## config.mk

```make
export PLATFORM = sky130hd
export DESIGN_NAME = nonpreemptive_priority_scheduler
export DESIGN_NICKNAME = d
export VERILOG_FILES = /design/src/design/nps_pkg.sv /design/src/design/nps_job_store.sv /design/src/design/nps_sched_ctrl.sv /design/src/design/nonpreemptive_priority_scheduler.sv
export SDC_FILE = /design/constraint.sdc
export NUM_CORES = 2
export LEC_CHECK = 0
export BUFFER_PORTS_ARGS = -buffer_cell sky130_fd_sc_hd__buf_2
export CORE_ASPECT_RATIO = 2
export CORE_MARGIN = 3
export CORE_UTILIZATION = 45
export CTS_CLUSTER_SIZE = 30
export DETAILED_ROUTE_END_ITERATION = 10
export GPL_ROUTABILITY_DRIVEN = 0
export GPL_TIMING_DRIVEN = 1
export PLACE_DENSITY_LB_ADDON = 0.08
export RECOVER_POWER = 100
export SYNTH_ARGS = -nofsm -noshare
export SYNTH_HDL_FRONTEND = slang
export SYNTH_HIERARCHICAL = 1
export SYNTH_SLANG_ARGS = --single-unit
```

## constraint.sdc

```tcl
create_clock -name clk -period 7.3 [get_ports clk]
set_input_delay 0.73 -clock clk [delete_from_list [all_inputs] [get_ports clk]]
set_output_delay 0.73 -clock clk [all_outputs]
set_load 0.005 [all_outputs]
```

## src/design/nps_pkg.sv

```systemverilog
// ----------------------------------------------------------------------------
// nps_pkg
// Shared sizes, word layouts and the request that the sequencer sends to the
// job store of the non-preemptive priority scheduler.
// ----------------------------------------------------------------------------
`default_nettype none

package nps_pkg;

  localparam int MAX_JOBS = 16;
  localparam int IDX_W    = (MAX_JOBS > 1) ? $clog2(MAX_JOBS) : 1;
  localparam int CNT_W    = $clog2(MAX_JOBS + 1);
  localparam int ID_W     = 8;
  localparam int TIME_W   = 12;
  localparam int PRI_W    = 8;
  localparam int COMP_W   = 17;
  localparam int SUM_W    = 21;
  localparam int KEY_W    = ID_W + IDX_W;

  typedef struct packed {
    logic [ID_W-1:0]   job_id;
    logic [TIME_W-1:0] arrival;
    logic [TIME_W-1:0] burst;
    logic [PRI_W-1:0]  priority_req;
    logic              last_job;
  } in_word_t;

  typedef struct packed {
    logic [ID_W-1:0]   out_id;
    logic [TIME_W-1:0] out_arrival;
    logic [TIME_W-1:0] out_burst;
    logic [PRI_W-1:0]  out_priority;
    logic [COMP_W-1:0] completion;
    logic [COMP_W-1:0] turnaround;
    logic [COMP_W-1:0] waiting;
    logic [SUM_W-1:0]  total_waiting;
    logic [SUM_W-1:0]  total_turnaround;
    logic              last_result;
  } out_word_t;

  typedef struct packed {
    logic [ID_W-1:0]   id;
    logic [TIME_W-1:0] arr;
    logic [TIME_W-1:0] len;
    logic [PRI_W-1:0]  pri;
  } job_t;

  typedef struct packed {
    logic              load_en;
    logic [IDX_W-1:0]  load_idx;
    job_t              load_job;
    logic              done_en;
    logic [IDX_W-1:0]  done_idx;
    logic [COMP_W-1:0] done_time;
    logic              clear_done;
    logic [IDX_W-1:0]  rd_idx;
  } store_req_t;

endpackage

`default_nettype wire

```

## src/design/nps_job_store.sv

```systemverilog
// ----------------------------------------------------------------------------
// nps_job_store
// Job table, finished flags and completion times, with one read port that
// the sequencer steers.
// ----------------------------------------------------------------------------
`default_nettype none

module nps_job_store
  import nps_pkg::*;
(
  input  wire logic              clk,
  input  wire logic              rst_n,
  input  wire store_req_t        req,
  output job_t                   rd_job,
  output logic                   rd_done,
  output logic [COMP_W-1:0]      rd_comp
);

  job_t                jobs_r [MAX_JOBS];
  logic [COMP_W-1:0]   comp_r [MAX_JOBS];
  logic [MAX_JOBS-1:0] done_r;

  always_ff @(posedge clk) begin
    if (req.load_en) begin
      jobs_r[req.load_idx] <= req.load_job;
    end
    if (req.done_en) begin
      comp_r[req.done_idx] <= req.done_time;
    end
  end

  always_ff @(posedge clk) begin
    if (!rst_n) begin
      done_r <= '0;
    end else if (req.clear_done) begin
      done_r <= '0;
    end else begin
      if (req.load_en) begin
        done_r[req.load_idx] <= 1'b0;
      end
      if (req.done_en) begin
        done_r[req.done_idx] <= 1'b1;
      end
    end
  end

  assign rd_job  = jobs_r[req.rd_idx];
  assign rd_done = done_r[req.rd_idx];
  assign rd_comp = comp_r[req.rd_idx];

endmodule

`default_nettype wire

```

## src/design/nps_sched_ctrl.sv

```systemverilog
// ----------------------------------------------------------------------------
// nps_sched_ctrl
// Sequencer: loads jobs, scans the table once per decision with one compare
// unit, then scans again per result to emit jobs in ascending id order.
// ----------------------------------------------------------------------------
`default_nettype none

module nps_sched_ctrl
  import nps_pkg::*;
(
  input  wire logic              clk,
  input  wire logic              rst_n,
  input  wire logic              in_valid,
  output logic                   in_stall,
  input  wire in_word_t          in_word,
  output store_req_t             req,
  input  wire job_t              rd_job,
  input  wire logic              rd_done,
  input  wire logic [COMP_W-1:0] rd_comp,
  output logic                   res_valid,
  output out_word_t              res,
  input  wire logic              slot_free
);

  typedef enum logic [5:0] {
    S_IDLE   = 6'b000001,
    S_SCAN   = 6'b000010,
    S_APPLY  = 6'b000100,
    S_SORT   = 6'b001000,
    S_CALC_T = 6'b010000,
    S_EMIT   = 6'b100000
  } state_t;

  state_t            state_r, state_nxt;
  logic [CNT_W-1:0]  count_r, count_nxt;
  logic [CNT_W-1:0]  finished_r, finished_nxt;
  logic [CNT_W-1:0]  emitted_r, emitted_nxt;
  logic [IDX_W-1:0]  idx_r, idx_nxt;
  logic [COMP_W-1:0] clock_r, clock_nxt;
  logic              any_r, any_nxt;
  logic              have_r, have_nxt;
  logic              have_prev_r, have_prev_nxt;
  logic              calc_w_r, calc_w_nxt;

  logic [TIME_W-1:0] earliest_r, earliest_nxt;
  logic [IDX_W-1:0]  best_idx_r, best_idx_nxt;
  logic [PRI_W-1:0]  best_pri_r, best_pri_nxt;
  logic [TIME_W-1:0] best_arr_r, best_arr_nxt;
  logic [TIME_W-1:0] best_len_r, best_len_nxt;
  logic [KEY_W-1:0]  best_key_r, best_key_nxt;
  logic [KEY_W-1:0]  prev_key_r, prev_key_nxt;
  logic [COMP_W-1:0] turn_r, turn_nxt;
  logic [COMP_W-1:0] wait_r, wait_nxt;
  logic [SUM_W-1:0]  sum_wait_r, sum_wait_nxt;
  logic [SUM_W-1:0]  sum_turn_r, sum_turn_nxt;

  logic              scan_end;
  logic              is_last;
  logic [KEY_W-1:0]  cur_key;
  logic [SUM_W-1:0]  sum_wait_new;

  assign scan_end     = (CNT_W'(idx_r) + CNT_W'(1)) == count_r;
  assign is_last      = (emitted_r + CNT_W'(1)) == count_r;
  assign cur_key      = {rd_job.id, idx_r};
  assign sum_wait_new = sum_wait_r + SUM_W'(wait_r);

  always_comb begin
    state_nxt     = state_r;
    count_nxt     = count_r;
    finished_nxt  = finished_r;
    emitted_nxt   = emitted_r;
    idx_nxt       = idx_r;
    clock_nxt     = clock_r;
    any_nxt       = any_r;
    have_nxt      = have_r;
    have_prev_nxt = have_prev_r;
    calc_w_nxt    = calc_w_r;
    earliest_nxt  = earliest_r;
    best_idx_nxt  = best_idx_r;
    best_pri_nxt  = best_pri_r;
    best_arr_nxt  = best_arr_r;
    best_len_nxt  = best_len_r;
    best_key_nxt  = best_key_r;
    prev_key_nxt  = prev_key_r;
    turn_nxt      = turn_r;
    wait_nxt      = wait_r;
    sum_wait_nxt  = sum_wait_r;
    sum_turn_nxt  = sum_turn_r;
    req           = '0;
    req.rd_idx    = idx_r;
    in_stall      = 1'b1;
    res_valid     = 1'b0;
    res           = '0;

    unique case (state_r)
      S_IDLE: begin
        in_stall = 1'b0;
        if (in_valid) begin
          if (count_r < CNT_W'(MAX_JOBS)) begin
            req.load_en      = 1'b1;
            req.load_idx     = count_r[IDX_W-1:0];
            req.load_job.id  = in_word.job_id;
            req.load_job.arr = in_word.arrival;
            req.load_job.len = in_word.burst;
            req.load_job.pri = in_word.priority_req;
            count_nxt        = count_r + CNT_W'(1);
          end
          if (in_word.last_job) begin
            state_nxt    = S_SCAN;
            clock_nxt    = '0;
            finished_nxt = '0;
            idx_nxt      = '0;
            have_nxt     = 1'b0;
            any_nxt      = 1'b0;
          end
        end
      end
      S_SCAN: begin
        if (!rd_done) begin
          any_nxt = 1'b1;
          if (!any_r || rd_job.arr < earliest_r) begin
            earliest_nxt = rd_job.arr;
          end
          if (COMP_W'(rd_job.arr) <= clock_r &&
              (!have_r || rd_job.pri > best_pri_r ||
               (rd_job.pri == best_pri_r && rd_job.arr < best_arr_r))) begin
            have_nxt     = 1'b1;
            best_idx_nxt = idx_r;
            best_pri_nxt = rd_job.pri;
            best_arr_nxt = rd_job.arr;
            best_len_nxt = rd_job.len;
          end
        end
        if (scan_end) begin
          state_nxt = S_APPLY;
        end else begin
          idx_nxt = idx_r + IDX_W'(1);
        end
      end
      S_APPLY: begin
        idx_nxt   = '0;
        have_nxt  = 1'b0;
        any_nxt   = 1'b0;
        state_nxt = S_SCAN;
        if (have_r) begin
          clock_nxt     = clock_r + COMP_W'(best_len_r);
          req.done_en   = 1'b1;
          req.done_idx  = best_idx_r;
          req.done_time = clock_nxt;
          finished_nxt  = finished_r + CNT_W'(1);
          if (finished_nxt == count_r) begin
            state_nxt     = S_SORT;
            have_prev_nxt = 1'b0;
            emitted_nxt   = '0;
            sum_wait_nxt  = '0;
            sum_turn_nxt  = '0;
          end
        end else begin
          clock_nxt = COMP_W'(earliest_r);
        end
      end
      S_SORT: begin
        if ((!have_prev_r || cur_key > prev_key_r) &&
            (!have_r || cur_key < best_key_r)) begin
          have_nxt     = 1'b1;
          best_key_nxt = cur_key;
          best_idx_nxt = idx_r;
        end
        if (scan_end) begin
          state_nxt  = S_CALC_T;
          calc_w_nxt = 1'b0;
        end else begin
          idx_nxt = idx_r + IDX_W'(1);
        end
      end
      S_CALC_T: begin
        req.rd_idx = best_idx_r;
        if (!calc_w_r) begin
          turn_nxt   = rd_comp - COMP_W'(rd_job.arr);
          calc_w_nxt = 1'b1;
        end else begin
          wait_nxt     = turn_r - COMP_W'(rd_job.len);
          sum_turn_nxt = sum_turn_r + SUM_W'(turn_r);
          state_nxt    = S_EMIT;
        end
      end
      S_EMIT: begin
        req.rd_idx           = best_idx_r;
        res_valid            = 1'b1;
        res.out_id           = rd_job.id;
        res.out_arrival      = rd_job.arr;
        res.out_burst        = rd_job.len;
        res.out_priority     = rd_job.pri;
        res.completion       = rd_comp;
        res.turnaround       = turn_r;
        res.waiting          = wait_r;
        res.total_waiting    = is_last ? sum_wait_new : '0;
        res.total_turnaround = is_last ? sum_turn_r : '0;
        res.last_result      = is_last;
        if (slot_free) begin
          sum_wait_nxt  = sum_wait_new;
          prev_key_nxt  = best_key_r;
          have_prev_nxt = 1'b1;
          emitted_nxt   = emitted_r + CNT_W'(1);
          idx_nxt       = '0;
          have_nxt      = 1'b0;
          if (is_last) begin
            state_nxt      = S_IDLE;
            count_nxt      = '0;
            clock_nxt      = '0;
            req.clear_done = 1'b1;
          end else begin
            state_nxt = S_SORT;
          end
        end
      end
      default: begin
        state_nxt = S_IDLE;
      end
    endcase
  end

  always_ff @(posedge clk) begin
    if (!rst_n) begin
      state_r     <= S_IDLE;
      count_r     <= '0;
      finished_r  <= '0;
      emitted_r   <= '0;
      idx_r       <= '0;
      clock_r     <= '0;
      any_r       <= 1'b0;
      have_r      <= 1'b0;
      have_prev_r <= 1'b0;
      calc_w_r    <= 1'b0;
    end else begin
      state_r     <= state_nxt;
      count_r     <= count_nxt;
      finished_r  <= finished_nxt;
      emitted_r   <= emitted_nxt;
      idx_r       <= idx_nxt;
      clock_r     <= clock_nxt;
      any_r       <= any_nxt;
      have_r      <= have_nxt;
      have_prev_r <= have_prev_nxt;
      calc_w_r    <= calc_w_nxt;
    end
  end

  always_ff @(posedge clk) begin
    earliest_r <= earliest_nxt;
    best_idx_r <= best_idx_nxt;
    best_pri_r <= best_pri_nxt;
    best_arr_r <= best_arr_nxt;
    best_len_r <= best_len_nxt;
    best_key_r <= best_key_nxt;
    prev_key_r <= prev_key_nxt;
    turn_r     <= turn_nxt;
    wait_r     <= wait_nxt;
    sum_wait_r <= sum_wait_nxt;
    sum_turn_r <= sum_turn_nxt;
  end

`ifndef SYNTH
  a_scan_has_jobs: assert property (@(posedge clk) disable iff (!rst_n)
    (state_r == S_SCAN) |-> (count_r != '0))
    else $error("scan started with an empty job table");

  a_apply_unfinished: assert property (@(posedge clk) disable iff (!rst_n)
    (state_r == S_APPLY) |-> (finished_r < count_r))
    else $error("decision taken after all jobs finished");

  a_calc_has_pick: assert property (@(posedge clk) disable iff (!rst_n)
    (state_r == S_CALC_T) |-> have_r)
    else $error("result pass found no job to report");

  a_last_word_ends_set: assert property (@(posedge clk) disable iff (!rst_n)
    (state_r == S_EMIT && slot_free && is_last) |=>
      (state_r == S_IDLE && count_r == '0 && clock_r == '0))
    else $error("set not cleared after final result word");
`endif

endmodule

`default_nettype wire

```

## src/design/nonpreemptive_priority_scheduler.sv

```systemverilog
// ----------------------------------------------------------------------------
// nonpreemptive_priority_scheduler
// Loads up to MAX_JOBS jobs, schedules them non-preemptively by priority,
// and reports each job's completion, turnaround and waiting times.
//
// Usage: send one job per word on in_valid/in_stall/in_word. Each word is
// stored unless the table is full, in which case it is dropped. A word with
// last_job (stored too, on the same terms) starts scheduling; in_stall
// stays high until the last result word has been handed to the output register.
// Scheduling with n jobs takes n decisions, each a scan of the table and an
// apply step, plus one extra pass for each gap in which no job has arrived.
// Reporting then takes, per result word, an id-order scan of the table, two
// subtract steps and the hand-off to the output register. Results come out
// in ascending job id (equal ids in load order) on out_valid/out_stall/
// out_word; the last word carries last_result and the set totals.
// A stalled out_word holds; the sequencer waits in its hand-off step.
// Reset clears the job count, the finished flags and out_valid.
// ----------------------------------------------------------------------------
`default_nettype none

module nonpreemptive_priority_scheduler
  import nps_pkg::*;
(
  input  wire logic      clk,
  input  wire logic      rst_n,
  input  wire logic      in_valid,
  output logic           in_stall,
  input  wire in_word_t  in_word,
  output logic           out_valid,
  input  wire logic      out_stall,
  output out_word_t      out_word
);

  store_req_t        req;
  job_t              rd_job;
  logic              rd_done;
  logic [COMP_W-1:0] rd_comp;
  logic              res_valid;
  out_word_t         res;
  logic              slot_free;
  logic              out_valid_r;
  out_word_t         out_word_r;

  nps_job_store u_store (
    .clk     (clk),
    .rst_n   (rst_n),
    .req     (req),
    .rd_job  (rd_job),
    .rd_done (rd_done),
    .rd_comp (rd_comp)
  );

  nps_sched_ctrl u_ctrl (
    .clk       (clk),
    .rst_n     (rst_n),
    .in_valid  (in_valid),
    .in_stall  (in_stall),
    .in_word   (in_word),
    .req       (req),
    .rd_job    (rd_job),
    .rd_done   (rd_done),
    .rd_comp   (rd_comp),
    .res_valid (res_valid),
    .res       (res),
    .slot_free (slot_free)
  );

  assign slot_free = !out_valid_r || !out_stall;

  always_ff @(posedge clk) begin
    if (!rst_n) begin
      out_valid_r <= 1'b0;
    end else if (res_valid && slot_free) begin
      out_valid_r <= 1'b1;
    end else if (!out_stall) begin
      out_valid_r <= 1'b0;
    end
  end

  always_ff @(posedge clk) begin
    if (res_valid && slot_free) begin
      out_word_r <= res;
    end
  end

  assign out_valid = out_valid_r;
  assign out_word  = out_word_r;

endmodule

`default_nettype wire
```

==> flow_summary.toml <==
[status]
status = "finished with violations"
failing_checks = "capacitance limit, slew limit"

[hold_path]
timing.hold.worst_endpoint = "out_valid$_SDFFE_PN0P_"
holdCritStartpoint = "out_stall"
holdPathStages = 3
hp-class = "primary input to register"

[yosys]
synth-edff-count = 1194
synth.lib_cells_used.distinct = 79
synth.yosys.seq_area_share_pct = 70.5
synth_seq_cells = 1257
synth_top_area_cell = "sky130_fd_sc_hd__edfxtp_1"
synth-async-reset-ratio_pct = 0
netlist.area_leader.share_pct = 68.1
synth_nets = 3316
total_standard_cell_area_after_synthesis_um2 = 52600
synth.top_cells.by_count = "1,194 x sky130_fd_sc_hd__edfxtp_1, 232 x sky130_fd_sc_hd__mux4_2, 162 x sky130_fd_sc_hd__nor2_1"
syn_inst = 3127
synthFlopType = "sky130_fd_sc_hd__edfxtp_1"
netlist_top_cells_area = "sky130_fd_sc_hd__edfxtp_1 68%, sky130_fd_sc_hd__mux4_2 9.9%, sky130_fd_sc_hd__ha_1 3.3%, sky130_fd_sc_hd__dfxtp_1 2.4%, sky130_fd_sc_hd__a22oi_1 1.7%"
synth_warnings = 6
yosys.cell_count.top_type = "sky130_fd_sc_hd__edfxtp_1"
syn_area_per_cell_um2 = 16.8

[clock_tree]
cts_tree = "built"
post-cts-setup-buffer-count = 0
postCtsResizedCells = 0
clk_pin_slew_ps = 70
clkLatencyLatePin_ps = 720
hold_buffer_count_at_cts = 0
htree_num_levels = 3
cts-root-to-sink-buffers = 3
cts_root_buf = "sky130_fd_sc_hd__clkbuf_16"
cts_buffers = 106
cts.sinks = 1257

[power]
swShare_pct = 24.7
combinational_share_of_power_pct = 12.4
power.share.clock_pct = 36.6
power_density_nw_per_um2 = 278
total_leakage_power_nw = 20.0
intPower_mw = 12.3
vdd_drop_max_v = 0.000191
p_seq_share_pct = 51.0
p_sw_mw = 4.04

[layout]
post_route_cells_drive_above_1_share_pct = 15.7
fill_cells = 9583
final_net_count = 3548
syn2layout_area_growth_pct = 11.9
final_cells = 4963

[grt]
groute.usage.overall_pct = 23.6
antenna_found_initial = 4
first_global_vias = 30700
wire_length_of_the_first_global_routing_pass_mm = 206
largest_net_degree_at_the_start_of_global_routing = 72
grt_overflow_total = 0

[place]
dp_hpwl_mm = 92.5
placement.io_buffers = 180
cell_total_after_placement = 4764

[sta]
worst_slew_pin_slew_ps = 3110
worst_slew_margin_pct = -109
layout_worst_path_cycle_share_pct = 89.7
grt_setup_unrepaired = "no"
final.setup_skew_ps = 35.0
timing_max_transition_violations_final = 405
finalHoldViolations = 0
timing.final.setup_violations = 0
max_freq_mhz = 153
setup_tns_after_final_layout_ps = 0
finalWorstPathRequiredPeriod_ps = 6550

[critical_path]
crit_path_cell_trace = "nor3_1, and3_1, nor2_1, mux2_8, clkbuf_1, mux4_2, a22oi_1, nand2_1, ha_1, a211o_1, a41oi_1, o21ai_0, a221oi_1, nor2b_1, clkbuf_1"
crit_path_top_delay_cell = "sky130_fd_sc_hd__clkbuf_1"
cp_data_required_time_ps = 7640
path_max_fanout = 42
ws_path_type = "register to register"
critical_path.max_stage_delay_ps = 730
arrival_time_at_the_worst_endpoint_ps = 6880
crit_buf_inv = 2
worst-r2r-cell-count = 15
critical_path.reg2reg.startpoint = "u_ctrl/state_r[1]$_SDFFE_PN0P_"
critPathCaptureType = "register"
regToRegEndpoint = "u_ctrl/best_key_r[1]$_DFFE_PP_"
timing.critical_path.mode_cell = "sky130_fd_sc_hd__clkbuf_1"
critical-path-top-delay-family = "simple AND/OR/NAND/NOR gates"
start_kind = "register"
r2r_setup_slack_ps = 750

[detailed_routing]
vias_per_cell = 5.86
drt_iter0_markers = 2019
vias = 29100
detailedRoute.firstPassIterationCount = 8
post_drt_wl_per_cell_um = 28.5
drt_wl_total_mm = 142
drc_violations = 0
detail-route-antenna-nets = 0

[run]
max_cap_viol_count = 13

[floorplanning]
die_x_um = 248
start_util_pct = 45.5
floorplan.die.height_um = 490
core_area_um2 = 116000
die_area_um2 = 121000
fp-row-count = 176
floorplan.io_pins = 181
-- cell type report --
cell class | instances | area (um2) | share of cell area, %
flip-flops and latches | 1257 | 37100 | 63.1
multi-input cells | 1596 | 14400 | 24.4
clock buffers | 132 | 2850 | 4.85
well taps | 1513 | 1890 | 3.22
repair buffers | 257 | 1280 | 2.18
clock inverters | 65 | 805 | 1.37
inverters | 141 | 529 | 0.899
diodes | 2 | 5.00 | 0.00850
-- sequential cells by signal, indices dropped and copies added, names as in the netlist, 17 cells and up --
signal             cells
out_word             134
u_ctrl/clock_r        17
u_ctrl/sum_turn_r     21
u_ctrl/sum_wait_r     21
u_ctrl/turn_r         17
u_ctrl/wait_r         17
u_store/comp_r       272
u_store/jobs_r       640
-- worst max path at each step --
stage | from | cells after the start | to | slack, ps
final | u_ctrl/state_r[1]$_SDFFE_PN0P_ | 15 | u_ctrl/best_key_r[1]$_DFFE_PP_ | 750
after global routing | u_ctrl/state_r[4]$_SDFFE_PN0P_ | 19 | u_ctrl/turn_r[12]$_DFFE_PP_ | 290
after CTS | u_ctrl/state_r[1]$_SDFFE_PN0P_ | 18 | u_ctrl/wait_r[15]$_DFFE_PP_ | 1050
after detailed placement | u_ctrl/state_r[1]$_SDFFE_PN0P_ | 18 | u_ctrl/wait_r[15]$_DFFE_PP_ | 1070
after global placement | u_ctrl/state_r[1]$_SDFFE_PN0P_ | 18 | u_ctrl/wait_r[13]$_DFFE_PP_ | 1160
after floorplan | u_ctrl/state_r[3]$_SDFFE_PN0P_ | 9 | u_store/jobs_r[1][0]$_DFFE_PP_ | 1080
-- per-layer routing --
metal	wire length, um	track usage, %	vias to the layer above
li1	-	-	12700
met1	49500	25.8	15100
met2	78500	44.6	964
met3	6820	3.45	281
met4	6860	10.4	2
met5	13	0	-
-- stage by stage --
| step | hold WS, ps | area, um2 | power (mW) | setup slack [ps] | util [%] |
|---|---|---|---|---|---|
| floorplan | 426 | 52600 | 9.77 | 1080 | - |
| global placement | 435 | 55600 | 10.5 | 1160 | 48.1 |
| detailed placement | 435 | 55600 | 10.6 | 1070 | 48.1 |
| CTS | 254 | 59200 | 16.5 | 1050 | 51.2 |
| global route | 276 | 58900 | 16.9 | 293 | 50.9 |
| finish | 298 | 58900 | 16.3 | 754 | 50.9 |
-- layout by cell type (no fill, tap or decap), drive strengths merged, types with 63 or more instances in the layout --
cell / instances
a22oi: 118
nor2: 165
mux4: 232
nand2: 160
buf: 102
ha: 139
inv: 143
clkbuf: 287
edfxtp: 1194
o21ai: 81
and2: 140
dfxtp: 63
a21oi: 89
-- cell families (layout without fill, tap and decap cells) --
| family | count (synthesis) | count (layout) | synth area share (%) |
|---|---|---|---|
| other | 0 | 2 | 0 |
| adder cells (fa/ha/maj) | 144 | 144 | 3.50 |
| flip-flops | 1257 | 1257 | 70.5 |
| XOR/XNOR | 78 | 78 | 1.30 |
| AO/OA/AOI/OAI | 461 | 461 | 5.90 |
| AND/OR/NAND/NOR | 677 | 677 | 6.47 |
| buffers and inverters | 274 | 595 | 2.28 |
| multiplexers | 236 | 236 | 10.0 |
-- tightest hold or removal path, delay by kind of cell --
kind | cells | cell delay [ps]
AO/OA/AOI/OAI | 1 | 60
AND/OR/NAND/NOR | 1 | 100
buffers and inverters | 1 | 90
-- power by group through the flow --
| stage | clock (mW) | sequential, mW | combinational [mW] |
|---|---|---|---|
| 6_report | 5.98 | 8.34 | 2.03 |
| 4_1_cts | 6.12 | 8.33 | 2.09 |
| 3_5_place_dp | 0 | 8.49 | 2.08 |
| 2_1_floorplan | 0 | 8.46 | 1.31 |
| 5_1_grt | 6.39 | 8.34 | 2.21 |
| 3_3_place_gp | 0 | 8.48 | 2.02 |
No activity file was read; power rests on OpenSTA's default activity.
